**src/lps_ram.sv**
```systemverilog
// lps_ram: synchronous memory, one write port and two registered read ports
// no dependencies; holds the symbol store and the interval table
`default_nettype none

module lps_ram #(
	parameter int DW    = 8,
	parameter int DEPTH = 64
) (
	input  logic                     clk,
	input  logic                     wr_en,
	input  logic [$clog2(DEPTH)-1:0] wr_addr,
	input  logic [DW-1:0]            wr_data,
	input  logic [$clog2(DEPTH)-1:0] rd_a_addr,
	input  logic [$clog2(DEPTH)-1:0] rd_b_addr,
	output logic [DW-1:0]            rd_a_data,
	output logic [DW-1:0]            rd_b_data
);

	logic [DW-1:0] mem [DEPTH];

	// write port
	always_ff @(posedge clk) begin
		if (wr_en) begin
			mem[wr_addr] <= wr_data;
		end
	end

	// two registered read ports
	always_ff @(posedge clk) begin
		rd_a_data <= mem[rd_a_addr];
		rd_b_data <= mem[rd_b_addr];
	end

endmodule

`default_nettype wire

```
**config.mk**
```make
export PLATFORM = sky130hd
export DESIGN_NAME = lps_ram
export DESIGN_NICKNAME = d
export VERILOG_FILES = /design/src/lps_ram.sv
export SDC_FILE = /design/constraint.sdc
export NUM_CORES = 1
export LEC_CHECK = 0
export BUFFER_PORTS_ARGS = -buffer_cell sky130_fd_sc_hd__buf_2
export CAP_MARGIN = 40
export CORE_UTILIZATION = 35
export DETAILED_ROUTE_END_ITERATION = 7
export HOLD_SLACK_MARGIN = 0.12
export SYNTH_ARGS = -nofsm -noshare
export SYNTH_HDL_FRONTEND = slang
export SYNTH_SLANG_ARGS = --single-unit
```
**constraint.sdc**
```tcl
create_clock -name clk -period 4.7 [get_ports clk]
set_clock_uncertainty 0.2 [all_clocks]
set_input_delay 0.94 -clock clk [delete_from_list [all_inputs] [get_ports clk]]
set_output_delay 0.94 -clock clk [all_outputs]
set_load 0.005 [all_outputs]
```
==> results.py <==
metrics = {
    "clock_network": {
        "clk-insertion-delay-late_ns": 0.62,
        "cts.repair.resized": 0,
        "cts_max_level": 2,
        "cts_tree": "yes",
        "clkSinkCount": 528,
        "cts_buffers": 56,
        "cts.clk_slew.worst_paths_ns": 0.06,
        "setup_repair_bufs_after_cts": 0,
        "cts_hold_buf": 0,
        "cts.path.max_buffers": 3,
        "clock-root-buffer": "clkbuf_16",
    },
    "drt": {
        "route.detailed.vias_per_inst": 5.80,
        "routed_vias": 13300,
        "post-route-drc-count": 0,
        "antenna_left": 0,
        "drt_first_iter_violations": 1500,
        "wl_per_cell_um": 29.7,
        "drt_pre_antenna_iters": 5,
        "detail_route.wirelength_um": 68200,
    },
    "synthesis": {
        "synth.cells.most_frequent": "edfxtp_1 (512), mux4_2 (270), nor2_1 (75)",
        "yosysMostFrequentCell": "edfxtp_1",
        "top_area_cells_in_the_synthesized_netlist": "edfxtp_1 (63%), mux4_2 (25%), mux2i_1 (2.7%)",
        "synthArstFlopShare": 0,
        "average_footprint_of_a_synthesized_cell_um2": 20.0,
        "yosys_warnings": 0,
        "synth_edf_count": 512,
        "postSynthRegisterBits": 528,
        "synth_seq_area_share": 0.647,
        "synthFlopType": "edfxtp_1",
        "synth.distinct_cells": 38,
        "netlist_area_um2": 24300,
        "postSynthNetCount": 1239,
        "synthDominantCellAreaShare": 0.633,
        "netlist_instances": 1211,
        "post-synth-top-area-cell": "edfxtp_1",
    },
    "setup_path": {
        "r2r_setup_slack_ns": 2.31,
        "r2r.worst_path.cells": 5,
        "worst_ep_arrival_time_ns": 3.28,
        "crit_path_start_kind": "input pin",
        "timing.critical_path.fanout_max": 43,
        "worstReg2RegEnd": "rd_a_data[7]",
        "setup_crit_end_kind": "flip-flop",
        "crit_type": "input pin to flip-flop",
        "worst_flop_to_flop_path_startpoint": "mem[14][7]",
        "crit_required_ns": 5.00,
    },
    "sta": {
        "number_of_hold_violations_in_the_final_report": 0,
        "post-route-min-period_ns": 2.98,
        "timing.final.setup_violations": 0,
        "hold_slack_ns": 0.573,
        "clock.fmax_mhz": 336,
        "finalCritPeriodShare": 0.634,
        "timing_max_transition_violations_final": 0,
        "worstMarginPinSlew_ns": 0.833,
        "rsz0062_at_grt": "false",
        "final.setup.tns_ns": 0,
        "relative_max_transition_margin": 0.444,
    },
    "final_layout": {
        "insertedDiodeCount": 0,
        "syn_to_final_growth_pct": 15.3,
        "final_net_count": 1345,
        "post_route_cells_drive_above_1_share": 0.367,
    },
    "global_route": {
        "antenna_found_initial": 3,
        "globalRouteOverflowTotal": 0,
        "gr-usage-all-layers": 0.198,
        "grt_start_max_net_pins": 65,
        "grt_first_pass_wirelength_um": 99800,
        "grt_pass1_vias": 13900,
    },
    "power": {
        "cellPowerDensity_nw_per_um2": 383,
        "total_leakage_power_nw": 8.92,
        "vdd_drop_max_mv": 0.287,
    },
    "die": {
        "fp.dieW_um": 265,
        "dieArea_um2": 70400,
        "number_of_top_level_design_ports": 44,
        "std_cell_rows": 96,
        "die_height_um": 265,
        "coreArea_um2": 68600,
        "start_util": 0.354,
    },
    "worst_hold_path": {
        "worst_hold_path_type": "input pin to flip-flop",
        "min_to": "rd_b_data[7]",
        "worstHoldPathCells": 3,
        "worst_hold_startpoint": "rd_b_addr[4]",
    },
    "placement": {
        "port_buffers": 43,
        "hpwlAfterDp_um": 44900,
        "place.gp.congestion": 0.864,
    },
    "run_status": {
        "status": "complete, no violations",
    },
    "flow_run": {
        "max_cap_violations": 0,
    },
}
[worst max-delay path, cell delays in order]
cell,delay (ns)
buf_6,0.45
buf_4,0.41
mux4_2,0.39
a221oi_1,0.45
o21ai_0,0.36
nand3_1,0.17
nand2_1,0.08
[how the worst max path moves through the flow]
stage	slack [ns]	end	start
2_1_floorplan	1.75	rd_b_data[4]	rd_b_addr[0]
3_3_place_gp	1.02	rd_b_data[0]	rd_b_addr[0]
3_5_place_dp	1.07	rd_b_data[3]	rd_b_addr[0]
4_1_cts	1.72	rd_a_data[5]	rd_a_addr[0]
5_1_grt	1.55	rd_b_data[2]	rd_b_addr[1]
6_report	1.72	rd_b_data[2]	rd_b_addr[1]
[stage by stage]
stage	instances	utilization	power, W	setup WS (ns)	instance area [µm²]
after floorplan	1211	-	0.00583	1.75	24300
after global placement	2172	0.378	0.00618	1.02	25900
after detailed placement	2190	0.380	0.00619	1.07	26100
after CTS	2292	0.408	0.0108	1.72	28000
after global routing	2292	0.408	0.0110	1.55	28000
final	2292	0.408	0.0107	1.72	28000
[cell type report]
cell class                      count  area (µm²)
Clock buffer                       65        1480
Clock inverter                     37         442
Fill cell                        5982       40600
Inverter                            3        11.3
Multi-Input combinational cell    587        8110
Sequential cell                   528       15700
Tap cell                          931        1160
Timing Repair Buffer              141        1090
[metal layers]
layer	vias to the layer above	share of wire	global-route usage
met5	-	0.00040	0
met4	4	0.030	0.0672
met3	116	0.089	0.0434
met2	655	0.47	0.304
met1	7087	0.41	0.279
li1	5440	-	-
[kinds of logic (layout without fill, tap and decap cells)]
family / Yosys count / count (layout) / synth area share
flops: 528 / 528 / 0.647
mux: 338 / 338 / 0.279
simple gates: 149 / 149 / 0.0269
compound gates: 100 / 100 / 0.0281
buf+inv: 96 / 246 / 0.0198
[power by group]
part           switching [W]  internal [W]
sequential         0.0000277       0.00521
clock                0.00185       0.00279
combinational       0.000502      0.000349
total                0.00238       0.00835
[state kept, by name (all words and copies together) (netlist names)]
register / cells
mem: 512
rd_a_data: 8
rd_b_data: 8
[layout by cell type, fill, tap and decap left out, drive strengths merged, types with 3 or more instances in the layout]
| cell type | Yosys | final |
|---|---|---|
| edfxtp | 512 | 512 |
| mux4 | 270 | 270 |
| buf | 59 | 139 |
| nor2 | 75 | 75 |
| clkbuf | 34 | 67 |
| mux2i | 66 | 66 |
| nand2 | 28 | 28 |
| o21ai | 24 | 24 |
| clkinv | 0 | 24 |
| o22ai | 20 | 20 |
| nand3 | 20 | 20 |
| dfxtp | 16 | 16 |
| a22oi | 14 | 14 |
| a21oi | 10 | 10 |
| bufinv | 0 | 10 |
| nor2b | 8 | 8 |
| a221oi | 7 | 7 |
| nand2b | 6 | 6 |
| o31a | 5 | 5 |
| a221o | 5 | 5 |
| o221ai | 5 | 5 |
| inv | 3 | 4 |
| nand4 | 3 | 3 |
| and2 | 3 | 3 |
| o211ai | 3 | 3 |
No activity file was read; power rests on OpenSTA's default activity.
