[config.mk]
export PLATFORM = sky130hd
export DESIGN_NAME = lps_fill
export DESIGN_NICKNAME = d
export VERILOG_FILES = /design/src/lps_pkg.sv /design/src/lps_fill.sv
export SDC_FILE = /design/constraint.sdc
export NUM_CORES = 1
export LEC_CHECK = 0
export ABC_AREA = 1
export BUFFER_PORTS_ARGS = -buffer_cell sky130_fd_sc_hd__buf_2
export CELL_PAD_IN_SITES_DETAIL_PLACEMENT = 2
export CELL_PAD_IN_SITES_GLOBAL_PLACEMENT = 2
export CORE_UTILIZATION = 27
export DETAILED_ROUTE_END_ITERATION = 6
export PLACE_DENSITY_LB_ADDON = 0.12
export SETUP_SLACK_MARGIN = 0.3
export SYNTH_ARGS = -nofsm -noshare
export SYNTH_HDL_FRONTEND = slang
export SYNTH_SLANG_ARGS = --single-unit
[constraint.sdc]
create_clock -name clk -period 2.7 [get_ports clk]
set_clock_uncertainty 0.1 [all_clocks]
set_input_delay 0.405 -clock clk [delete_from_list [all_inputs] [get_ports clk]]
set_output_delay 0.405 -clock clk [all_outputs]
set_load 0.1 [all_outputs]
[src/lps_pkg.sv]
// lps_pkg: shared types and fixed widths of the longest palindromic subsequence block
// no dependencies; used by the channel interfaces, lps_fill and the top level
`default_nettype none

package lps_pkg;

	// fixed payload widths
	localparam int SYM_W = 8;
	localparam int LEN_W = 7;

	// load/score/deliver control of the top level
	typedef enum logic [2:0] {
		ST_LOAD = 3'b001,
		ST_FILL = 3'b010,
		ST_DONE = 3'b100
	} state_t;

	// table fill sequencer phases, also used to tag the s1 stage
	typedef enum logic [2:0] {
		PH_IDLE  = 3'b001,
		PH_PRIME = 3'b010,
		PH_CELL  = 3'b100
	} phase_t;

	// status from the fill sequencer to the top level
	typedef struct packed {
		logic busy;
		logic done;
	} fill_status_t;

endpackage

`default_nettype wire

[src/lps_fill.sv]
// lps_fill: diagonal-by-diagonal interval table fill, one cell per cycle apart from a prime slot between diagonals
// depends on lps_pkg; drives both read ports of both lps_ram instances and the write port of the table
`default_nettype none

module lps_fill #(
	parameter int MAX_LEN = 64
) (
	input  logic                          clk,
	input  logic                          arst_n,
	input  logic                          start,
	input  logic [$clog2(MAX_LEN)-1:0]    nm1,
	output logic [$clog2(MAX_LEN)-1:0]    sym_a_addr,
	output logic [$clog2(MAX_LEN)-1:0]    sym_b_addr,
	input  logic [lps_pkg::SYM_W-1:0]     sym_a_rd,
	input  logic [lps_pkg::SYM_W-1:0]     sym_b_rd,
	output logic [2*$clog2(MAX_LEN)-1:0]  tab_a_addr,
	output logic [2*$clog2(MAX_LEN)-1:0]  tab_b_addr,
	input  logic [$clog2(MAX_LEN+1)-1:0]  tab_a_rd,
	input  logic [$clog2(MAX_LEN+1)-1:0]  tab_b_rd,
	output logic                          tab_wr_en,
	output logic [2*$clog2(MAX_LEN)-1:0]  tab_wr_addr,
	output logic [$clog2(MAX_LEN+1)-1:0]  tab_wr_data,
	output lps_pkg::fill_status_t         status,
	output logic [$clog2(MAX_LEN+1)-1:0]  result
);

	import lps_pkg::*;

	localparam int AW = $clog2(MAX_LEN);
	localparam int VW = $clog2(MAX_LEN + 1);

	phase_t        phase_q;
	logic [AW-1:0] gap_q;
	logic [AW-1:0] i_q;
	logic [AW-1:0] nm1_q;

	logic [AW-1:0] j;
	logic [AW-1:0] i_p1;
	logic [AW-1:0] j_m1;
	logic [AW-1:0] gap_m1;
	logic          diag_end;
	logic          last_diag;

	phase_t        op_s1;
	logic [AW-1:0] i_s1;
	logic [AW-1:0] j_s1;
	logic          gap0_s1;
	logic          gap_ge2_s1;
	logic          final_s1;

	logic [VW-1:0] b_q;
	logic [VW-1:0] inner;
	logic [VW-1:0] best;
	logic [VW-1:0] cell_val;

	// cell coordinates of the current issue slot
	assign j         = i_q + gap_q;
	assign i_p1      = i_q + AW'(1);
	assign j_m1      = j - AW'(1);
	assign gap_m1    = gap_q - AW'(1);
	assign diag_end  = (j == nm1_q);
	assign last_diag = (gap_q == nm1_q);

	// read issue: symbols at both ends, table at the lower neighbour and the inner interval;
	// the prime slot fetches the left neighbour of the first cell of a diagonal
	assign sym_a_addr = i_q;
	assign sym_b_addr = j;
	assign tab_a_addr = (phase_q == PH_PRIME) ? {AW'(0), gap_m1} : {i_p1, j};
	assign tab_b_addr = {i_p1, j_m1};

	// sequencer: a prime slot between diagonals also keeps reads behind the last write
	always_ff @(posedge clk or negedge arst_n) begin
		if (!arst_n) begin
			phase_q <= PH_IDLE;
		end else begin
			unique case (phase_q)
				PH_IDLE: begin
					if (start) begin
						phase_q <= PH_CELL;
					end
				end
				PH_CELL: begin
					if (diag_end) begin
						phase_q <= last_diag ? PH_IDLE : PH_PRIME;
					end
				end
				PH_PRIME: begin
					phase_q <= PH_CELL;
				end
				default: begin
					phase_q <= PH_IDLE;
				end
			endcase
		end
	end

	// cell counters
	always_ff @(posedge clk) begin
		if (phase_q == PH_IDLE) begin
			nm1_q <= nm1;
			gap_q <= '0;
			i_q   <= '0;
		end else if (phase_q == PH_CELL) begin
			if (diag_end) begin
				gap_q <= gap_q + AW'(1);
				i_q   <= '0;
			end else begin
				i_q <= i_p1;
			end
		end
	end

	// s1 tag
	always_ff @(posedge clk or negedge arst_n) begin
		if (!arst_n) begin
			op_s1 <= PH_IDLE;
		end else begin
			op_s1 <= phase_q;
		end
	end

	// s1 payload
	always_ff @(posedge clk) begin
		i_s1       <= i_q;
		j_s1       <= j;
		gap0_s1    <= (gap_q == '0);
		gap_ge2_s1 <= (gap_q > AW'(1));
		final_s1   <= diag_end && last_diag;
	end

	// left neighbour: the prime read, then each cell's lower neighbour for the next cell
	always_ff @(posedge clk) begin
		if (op_s1 != PH_IDLE) begin
			b_q <= tab_a_rd;
		end
	end

	// recurrence
	assign inner = gap_ge2_s1 ? tab_b_rd : '0;
	assign best  = (tab_a_rd > b_q) ? tab_a_rd : b_q;

	always_comb begin
		if (gap0_s1) begin
			cell_val = VW'(1);
		end else if (sym_a_rd == sym_b_rd) begin
			cell_val = inner + VW'(2);
		end else begin
			cell_val = best;
		end
	end

	// write back and report
	assign tab_wr_en   = (op_s1 == PH_CELL);
	assign tab_wr_addr = {i_s1, j_s1};
	assign tab_wr_data = cell_val;
	assign result      = cell_val;
	assign status.done = (op_s1 == PH_CELL) && final_s1;
	assign status.busy = (phase_q != PH_IDLE) || (op_s1 != PH_IDLE);

`ifndef NO_ASSERTIONS
	a_start_idle: assert property (@(posedge clk) disable iff (!arst_n)
		start |-> !status.busy)
		else $error("fill started while busy");
	a_cell_in_range: assert property (@(posedge clk) disable iff (!arst_n)
		(phase_q == PH_CELL) |-> (j <= nm1_q))
		else $error("cell beyond string end");
	a_done_single: assert property (@(posedge clk) disable iff (!arst_n)
		status.done |=> !status.done)
		else $error("done repeated");
	a_result_range: assert property (@(posedge clk) disable iff (!arst_n)
		status.done |-> (result != '0) && (result <= VW'(nm1_q) + VW'(1)))
		else $error("score out of range");
`endif

endmodule

`default_nettype wire

==> flow_summary.json <==
{
  "path_clk_slew_ns": 0.10,
  "rr_worst_depth": 15,
  "async_reset_ff_share_pct": 13.0,
  "n_antenna_cell": 0,
  "wl_per_cell_um": 21.4,
  "fin_setup_tns_ns": -1.66,
  "tritoncts": "yes",
  "wirelength_um": 15100,
  "cts_inserted_buffers": 5,
  "violations": "negative setup slack",
  "ios": 104,
  "hold_viol": 0,
  "final-seq-area_mm2": 0.00111,
  "synth.most_common_cell": "nand2_1",
  "grtUsageTotal_pct": 22.7,
  "num-nets-final": 622,
  "maxCapViolations": 0,
  "die_area_mm2": 0.0117,
  "worstReg2RegStart": "sym_a_addr[0]",
  "clock_sinks": 46,
  "dr.pass1.iters": 4,
  "fin_crit_sh_pct": 107,
  "overflow": 0,
  "clock-root-buffer": "clkbuf_8",
  "dp_cells": 652,
  "synth_top_area_share_pct": 17.8,
  "grt_pass1_wl_um": 20100,
  "rsz0062_at_grt": "yes",
  "vias_per_cell": 4.92,
  "fmax_ghz": 0.346,
  "required_ns": 2.19,
  "worstMarginPinSlew_ns": 0.704,
  "critical_path_arrival_ns": 2.38,
  "antenna_found_initial": 0,
  "synth_enable_flop_cells": 13,
  "postLayoutCoreUtil_pct": 52.3,
  "cellPowerDensity_mw_per_mm2": 1010,
  "numPortBuffers": 103,
  "whs_endpoint": "nm1_q[0]",
  "synth_commonest_cells": "nand2_1, inv_1, nand3_1",
  "synth_seq_cells": 46,
  "worstReg2RegEnd": "gap_q[2]",
  "slew_headroom_pct": 52.7,
  "multi_input_area_mm2": 0.00250,
  "die_x_um": 108,
  "synth_area_per_cell_um2": 7.40,
  "synth_ff_type": "dfxtp_1",
  "drtIter0Drc": 96,
  "netlist_area_mm2": 0.00303,
  "area_delta_synth_final_pct": 87.5,
  "min_path_cells": 1,
  "min_from": "nm1[0]",
  "grt_max_degree": 15,
  "layout-drive-gt1-share_pct": 58.5,
  "fp.dieH_um": 108,
  "drc": 0,
  "synthTopCellsByArea": "dfxtp_1, edfxtp_1, nand2_1",
  "p_leak_uw": 0.00257,
  "synthDistinctLibCells": 39,
  "core_mm2": 0.0109,
  "worst-r2r-setup-slack_ns": -0.07,
  "num_vias": 3466,
  "clockBufferDepth": 2,
  "syn_nets": 469,
  "drv_slew": 0,
  "status": "complete, but fails checks",
  "finalSetupViolCount": 25,
  "min_period_ns": 2.89,
  "instances_no_fill": 704,
  "path_class": "register to primary output",
  "hold_path_class": "primary input to register",
  "ir_drop_uv": 1130,
  "clkLatencyLatePin_ns": 0.32,
  "critPathMaxFanout": 3,
  "initial_core_util_pct": 27.9,
  "final_antenna_net_count": 0,
  "synth_top_area_cell": "dfxtp_1",
  "critPathCaptureType": "primary output",
  "startpoint_type": "register",
  "grt_pass1_vias": 3791,
  "power_uw": 5730,
  "dp.final_hpwl_um": 8950,
  "nFillCells": 1130,
  "num_rows": 38,
  "synth_seq_area_share_pct": 35.7,
  "finalWorstSetupSlack_ns": -0.187,
  "yosys_warnings": 0,
  "synth_cells": 410,
  "htreeDepth": 2,
  "gp_congestion": 0.792
}
==> layout by cell type (no fill, tap or decap), drive strengths merged, types with 3 or more instances in the layout <==
master      n
xor2       12
ha         19
nand4      14
o21ai      14
edfxtp     13
clkinvlp   10
nand3      38
a21oi      15
buf       150
nor2       29
inv        66
or2         4
dfrtp       4
nand2     110
nor3       11
clkbuf      9
dfxtp      27
xnor2       3
==> kinds of logic (layout without fill, tap and decap cells) <==
family / Yosys count / after routing / share of synthesized area [%]
xor gates and xnor gates: 15 / 15 / 4.33
AOI/OAI and AO/OA: 37 / 37 / 6.68
and+or+nand+nor: 207 / 209 / 33.2
adders and majority gates: 20 / 20 / 8.49
buffers and inverters: 85 / 237 / 11.5
DFF: 46 / 46 / 35.7
==> metrics by stage <==
stage | setup slack [ns] | hold slack, ns | area (um2)
final | -0.187 | 0.155 | 5690
after global routing | -0.273 | 0.141 | 5690
after CTS | -0.112 | 0.146 | 5330
after detailed placement | 0.0179 | 0.135 | 4600
after global placement | 0.152 | 0.132 | 4600
after floorplan | -0.846 | 0.00941 | 3630
==> layer usage <==
layer,track usage (%),up-vias,routed length (um)
li1,-,1615,-
met1,25.0,1727,5710
met2,44.9,93,8480
met3,3.25,31,505
met4,5.19,0,370
met5,0,-,0
==> power breakdown <==
part	switching [uW]	internal (uW)
clock network	268	207
logic	2840	1370
registers	147	899
total	3260	2470
==> worst max path at each step <==
stage	from	end	slack, ns
5_1_grt	sym_a_addr[0]	tab_b_addr[3]	-0.27
4_1_cts	sym_a_addr[0]	tab_b_addr[5]	-0.11
3_3_place_gp	tab_a_rd[4]	result[4]	0.15
2_1_floorplan	sym_a_addr[0]	tab_b_addr[5]	-0.85
6_report	sym_a_addr[0]	tab_b_addr[2]	-0.19
3_5_place_dp	tab_a_rd[4]	result[1]	0.02
==> critical path, cell delays in order (launching register included) <==
cell	delay (ns)
dfxtp_4	0.37
ha_4	0.16
inv_2	0.06
fa_2	0.49
buf_4	0.16
buf_6	0.11
ha_4	0.17
buf_6	0.13
xnor2_4	0.20
buf_12	0.20
==> flip-flops by register name, summed over array words and instances (netlist names) <==
register    count
gap_ge2_s1      1
phase_q         3
gap_q           6
gap0_s1         1
b_q             7
j_s1            6
nm1_q           6
i_s1            6
sym_a_addr      6
op_s1           3
final_s1        1
==> layout make-up <==
cell class	count	area share (%)
multi-input cells	281	43.9
clock inverters	2	0.198
well taps	140	3.08
clock buffers	6	1.45
inverters	75	5.91
repair buffers	154	25.9
flip-flops and latches	46	19.5
==> what timing repair did <==
action | CTS | global route
hold endpoints to repair | 6 | 0
buffers inserted | 23 | 18
hold buffers | 1 | 0
gates cloned | 2 | 0
setup endpoints to repair | 50 | 54
pin swaps | 38 | 33
resized for setup | 98 | 51
(Power assumes the default switching activity.)
